==> src/rtl/core/sem_pkg.sv <==
// ----------------------------------------------------------------------------
// sem_pkg
// shared types and constants of the sobel edge magnitude block
// ----------------------------------------------------------------------------
package sem_pkg;

    localparam int PIX_W          = 8;
    localparam int POS_W          = 10;
    localparam int CFG_DATA_W     = 11;
    localparam int CFG_INDEX_W    = 2;
    localparam int DEF_MAX_WIDTH  = 1024;
    localparam int DEF_MAX_HEIGHT = 1024;
    localparam int RESET_WIDTH    = 640;
    localparam int RESET_HEIGHT   = 480;
    localparam int MIN_SIZE       = 3;
    localparam int MAG_MAX        = 255;
    localparam int FIFO_AW        = 3;
    localparam int FIFO_DEPTH     = 1 << FIFO_AW;

    typedef enum logic [CFG_INDEX_W-1:0] {
        REG_FRAME_WIDTH  = 2'd0,
        REG_FRAME_HEIGHT = 2'd1
    } cfg_reg_t;

    typedef logic [PIX_W-1:0] pix_t;

    // row-major 3x3 neighborhood, entry 0 is top left
    typedef pix_t [8:0] window_t;

    typedef struct packed {
        logic [POS_W-1:0] row;
        logic [POS_W-1:0] col;
        logic             done;
    } pos_t;

endpackage

==> src/rtl/core/sem_gradient.sv <==
// ----------------------------------------------------------------------------
// sem_gradient
// sobel gradients of one window, |gx|+|gy| saturated, registered result
// ----------------------------------------------------------------------------
module sem_gradient (
    input  logic             clk,
    input  logic             rst_n,
    input  logic             win_valid,
    input  sem_pkg::window_t window,
    input  sem_pkg::pos_t    win_pos,
    output logic             res_valid,
    output sem_pkg::pix_t    res_mag,
    output sem_pkg::pos_t    res_pos
);
    import sem_pkg::*;

    logic signed [11:0] k [9];
    logic signed [11:0] gx;
    logic signed [11:0] gy;
    logic        [11:0] ax;
    logic        [11:0] ay;
    logic        [11:0] sum;
    pix_t               mag;
    logic               res_valid_reg;
    pix_t               res_mag_reg;
    pos_t               res_pos_reg;

    always_comb
    begin
        for (int i = 0; i < 9; i++)
        begin
            k[i] = signed'({4'b0000, window[i]});
        end
        gx  = (k[2] - k[0]) + ((k[5] - k[3]) <<< 1) + (k[8] - k[6]);
        gy  = (k[6] - k[0]) + ((k[7] - k[1]) <<< 1) + (k[8] - k[2]);
        ax  = gx[11] ? 12'(-gx) : 12'(gx);
        ay  = gy[11] ? 12'(-gy) : 12'(gy);
        sum = ax + ay;
        mag = (sum > 12'(MAG_MAX)) ? PIX_W'(MAG_MAX) : sum[PIX_W-1:0];
    end

    always_ff @(posedge clk or negedge rst_n)
    begin
        if (!rst_n)
        begin
            res_valid_reg <= 1'b0;
        end
        else
        begin
            res_valid_reg <= win_valid;
        end
    end

    always_ff @(posedge clk)
    begin
        if (win_valid)
        begin
            res_mag_reg <= mag;
            res_pos_reg <= win_pos;
        end
    end

    assign res_valid = res_valid_reg;
    assign res_mag   = res_mag_reg;
    assign res_pos   = res_pos_reg;

endmodule

==> config.mk <==
export PLATFORM = sky130hd
export DESIGN_NAME = sem_gradient
export DESIGN_NICKNAME = d
export VERILOG_FILES = /design/src/rtl/core/sem_pkg.sv /design/src/rtl/core/sem_gradient.sv
export SDC_FILE = /design/constraint.sdc
export NUM_CORES = 1
export LEC_CHECK = 0
export ABC_AREA = 1
export BUFFER_PORTS_ARGS = -buffer_cell sky130_fd_sc_hd__buf_2
export CAP_MARGIN = 5
export CORE_MARGIN = 2
export CORE_UTILIZATION = 55
export DETAILED_ROUTE_END_ITERATION = 8
export HOLD_SLACK_MARGIN = 0.08
export PLACE_DENSITY_LB_ADDON = 0.25
export SETUP_SLACK_MARGIN = 0.3
export SKIP_LAST_GASP = 1
export SLEW_MARGIN = 20
export SYNTH_ARGS = -nofsm -noshare
export SYNTH_HDL_FRONTEND = slang
export SYNTH_SLANG_ARGS = --single-unit
==> constraint.sdc <==
create_clock -name clk -period 0.8 [get_ports clk]
set_input_delay 0.12 -clock clk [delete_from_list [all_inputs] [get_ports clk]]
set_output_delay 0.12 -clock clk [all_outputs]
set_load 0.05 [all_outputs]
Yosys cells after proc, flatten, opt, wreduce, memory -nomap -nowiden
Cells that the tools add are included.

Add/sub/neg operators: 13. $lt $le $gt $ge: 1. Multiplexer cells: 2.

Operators with widths (count): subtractor 8 x 8 -> 9 bit (6); adder 11 x 9 -> 12 bit (2); two-way mux 12 bit (2); negator 12 bit (2); adder 9 x 10 -> 11 bit (2); adder 12 bit (1); > comparator 12 x 8 -> 1 bit, second input constant (1).

Register bits: 30. Bits of input ports: 96. Output and inout port bits: 30. Word-level logic and storage cells: 21.

Logic depth before layout (Yosys ltp)
Depth in word-level cells: 7. Depth in mapped cells: 39. Gate-level depth less buffers: 39.

Worst setup path after synthesis
Ideal clock, no wire load.

Path kind: input port to flip-flop. From: input window[18] (netlist bit). To: register res_mag_reg[2] (netlist: res_mag[2]), data pin. Data arrival time: 4803 ps. Required time: 525 ps. Path slack: -4278 ps. Stages on the path: 32. Buffers on the path: 1. Cells stage by stage: inv_1 > ha_1 > a21oi_1 > o21ai_0 > a21o_1 > a21oi_1 > nor2_1 > o21ai_0 > nand2_1 > xor2_1 > fa_1 > inv_1 > ha_1 > nand2_1 > inv_1 > a21oi_1 > nand2_1 > nand2_1 > nand2_1 > nand2_1 > buf_2 > nand2_1 > xor2_1 > inv_1 > ha_1 > a21oi_1 > o21ai_1 > a21oi_1 > o21bai_1 > xor2_1 > nor3_2 > nand3_1.

Longest elaborated chain between the ends: 7. Elaborated cells on any way between the ends: 11. Classes of those cells: 8 x add/sub; 1 x order compare; 2 x mux.

RTL lines: start, declared (RTL line sem_gradient.sv:9) `input sem_pkg::window_t window,`; subtractor 8 x 8 -> 9 bit (RTL line sem_gradient.sv:34) `gx = (k[2] - k[0]) + ((k[5] - k[3]) <<< 1) + (k[8] - k[6]);`; adder 9 x 10 -> 11 bit (RTL line sem_gradient.sv:34); adder 11 x 9 -> 12 bit (RTL line sem_gradient.sv:34); negator 12 bit (RTL line sem_gradient.sv:36) `ax = gx[11] ? 12'(-gx) : 12'(gx);`; two-way mux 12 bit (RTL line sem_gradient.sv:36); adder 12 bit (*) (RTL line sem_gradient.sv:38) `sum = ax + ay;`; > comparator 12 x 8 -> 1 bit (RTL line sem_gradient.sv:39) `mag = (sum > 12'(MAG_MAX)) ? PIX_W'(MAG_MAX) : sum[PIX_W-1:0];`; end signal, assigned (RTL line sem_gradient.sv:58) `res_mag_reg <= mag;`; end, declared (RTL line sem_gradient.sv:25) `pix_t res_mag_reg;`.

Every way passes the cells marked *; elsewhere a longest branch is shown, timed or not. A chain may end at the register's enable or synchronous reset.

Worst setup path in the final report
From: input window[18] (netlist bit). To: register res_mag_reg[4] (netlist: res_mag[4]), data pin.

Same word-level chain as after synthesis.

==> impl_metrics.csv <==
group,metric,value,unit
synthesis,ys_types,27,
grt,grtUsageTotal,0.3288,
synthesis,yosysTopAreaCell,"ha_1",
worst_setup_path,cpPeakStageDelay,0.54,ns
synthesis,synth_most_common_cell,"inv_1",
timing,hold_viol_final,10,
grt,antenna_found_initial,0,
synthesis,ys_warn_count,0,
placement,place_area,7711,um2
floorplan,core,9729,um2
grt,grt_pass1_wl,28900,um
worst_setup_path,cp.required,0.84,ns
cts,cts_buffer_depth,2,
synthesis,synthCells,776,
timing,max_freq,0.1971,GHz
cts,cts_hold_buf,1,
detailed_routing,wl_per_cell,16.38,um
layout,area_delta_synth_final,55.90,%
layout,final_area,8567,um2
worst_setup_path,start_kind,"primary input",
worst_setup_path,crit_top_cell,"nand2_1",
floorplan,num_io_pins,126,
timing,relSlewSlack,0.7459,
synthesis,synth_seq_cells,30,
layout,antenna_cells,0,
placement,io_buffers,117,
synthesis,synth_edf_count,29,
detailed_routing,via_per_inst,5.356,
synthesis,synth-main-ff-cell,"edfxtp_1",
floorplan,die_y,104.0,um
worst_setup_path,path_max_fanout,8,
grt,grt_max_degree,21,
synthesis,synth.area.top_cells,"ha_1, edfxtp_1, inv_1",
synthesis,syn-num-nets,982,
timing,setup-violations-final,38,
synthesis,avgSynthCellArea,7.082,um2
placement,gp_congestion,0.9392,
cts,clk_pin_slew_worst_paths,0.08,ns
placement,dp_hpwl,12680,um
cts,clock-sinks,30,
cts,cts.htree.levels,2,
worst_setup_path,cp.arrival,5.11,ns
detailed_routing,antenna_left,0,
grt,grt_pass1_vias,6353,
timing,drv_slew,0,
cts,cts_root_buf,"clkbuf_8",
worst_setup_path,worstSetupEndpointType,"flip-flop",
outcome,status,"finished with violations",
layout,drive_above_1_share,0.4041,
layout,layout.nets,1284,
floorplan,start_util,0.5648,
detailed_routing,drcViolationCount,0,
outcome,violations,"negative hold slack, negative setup slack",
floorplan,die-area,10810,um2
layout,fin_cells,1212,
detailed_routing,drt_iter0_drc,361,
placement,dp_cells,1188,
min_path,min_from,"win_pos[5]",
synthesis,netlist_area,5495,um2
synthesis,ys_seq_area_frac,0.1630,
layout,fillers,479,
synthesis,synthTopCellsByCount,"inv_1, nand2_1, ha_1",
detailed_routing,first_pass_iters,7,
timing,tns,-39.84,ns
synthesis,synthArstFlopShare,0.03333,
cts,cts_tree,"built",
cts,cts_buffers,5,
timing,fin_ws,-4.273,ns
grt,grt_overflow,0,
min_path,hp-class,"primary input to flip-flop",
run,maxCapViolations,0,
detailed_routing,num_vias,6492,
layout,largest_register_ffs,21,
worst_setup_path,timing_worst_setup_path_type,"primary input to flip-flop",
timing,hold_slack,-0.01445,ns
timing,fin_crit,5.073,ns
floorplan,rows,36,
worst_setup_path,cp_slowest_cell,"fa_1",
timing,post-route-period-util,6.341,
timing,rsz0062_at_grt,"yes",
detailed_routing,routed_wl,19850,um
synthesis,synth_top_area_share,0.1890,
timing,worst_pin_slew,0.3798,ns
floorplan,dieWidth,104.0,um
worst_setup_path,crit_start,"window[18]",
-- area by class of cell --
class,instances,area (um2),share of cell area
Sequential cell,30,897.1,0.1047
Clock buffer,7,86.33,0.01008
Inverter,194,753.2,0.08792
Clock inverter,1,30.03,0.003505
Multi-Input combinational cell,550,4439,0.5182
Tap cell,133,166.4,0.01942
Timing Repair Buffer,297,2195,0.2562
-- logic make-up (layout without fill, tap and decap cells) --
group / after synthesis / in the layout / synth area share
AOI/OAI and AO/OA: 72 / 72 / 0.06967
xor gates and xnor gates: 63 / 63 / 0.1004
adders and majority gates: 110 / 110 / 0.2873
buffers and inverters: 196 / 499 / 0.1348
DFF: 30 / 30 / 0.1630
and+or+nand+nor: 305 / 305 / 0.2448
-- critical path: cells and delay by family --
family	cells	cell delay (ns)
adders and majority gates	4	1.39
xor gates and xnor gates	3	0.53
AOI/OAI and AO/OA	8	1.34
buffers and inverters	5	0.47
and+or+nand+nor	13	1.24
-- routing by layer --
metal | track usage | up-vias | routed length, um
met5 | 0 | - | 0
met4 | 0.1602 | 0 | 1443
li1 | - | 3018 | -
met2 | 0.6273 | 373 | 10110
met3 | 0.04449 | 130 | 1295
met1 | 0.3533 | 2971 | 7006
-- cell usage in the layout (no fill, tap or decap), types with 4 or more instances in the layout --
master / Yosys / layout
xor2_1: 41 / 36
fa_2: 0 / 5
o21ai_2: 0 / 5
ha_4: 0 / 20
edfxtp_1: 29 / 29
buf_4: 1 / 175
nand2_2: 13 / 20
xor2_2: 0 / 5
o21ai_1: 1 / 6
clkbuf_8: 0 / 6
o21bai_1: 5 / 4
buf_6: 0 / 36
a21oi_1: 47 / 26
xnor2_1: 22 / 20
a21oi_2: 0 / 20
o21ai_0: 15 / 5
nand2_4: 3 / 8
ha_1: 83 / 63
fa_1: 27 / 22
nor2_1: 49 / 44
buf_2: 1 / 82
inv_1: 189 / 174
nand3_2: 2 / 12
inv_2: 5 / 15
nand3_1: 59 / 49
nand2_1: 161 / 149
nand4_1: 8 / 8
nor2_2: 0 / 5
-- timing repair --
item                                    CTS  global route
pin swaps                                37            50
hold endpoints to repair                 22            21
gates resized for setup                 115            44
endpoints found under the setup margin   38            38
buffers inserted                          7             8
-- final timing paths --
kind / endpoint / slack, ns / cells past startpoint
min: res_pos[5]$_DFFE_PP_ / -0.01 / 1
max in group asynchronous: res_valid$_DFF_PN0_ / 0.59 / 2
max: res_mag[4]$_SDFFCE_PN1P_ / -4.27 / 33
min in group asynchronous: res_valid$_DFF_PN0_ / 0.11 / 2
-- stage by stage --
| step | setup WS, ns | hold WS, ns | utilization |
|---|---|---|---|
| floorplan | -3.910 | -0.1756 | - |
| global placement | -4.221 | -0.1054 | 0.7926 |
| detailed placement | -4.394 | -0.1023 | 0.7926 |
| CTS | -3.894 | -0.006397 | 0.8555 |
| global route | -4.519 | -0.01697 | 0.8805 |
| finish | -4.273 | -0.01445 | 0.8805 |
Power is left out: the tool's default activity adds up to more than one toggle a clock period on the data nets, which glitch-free logic cannot reach.
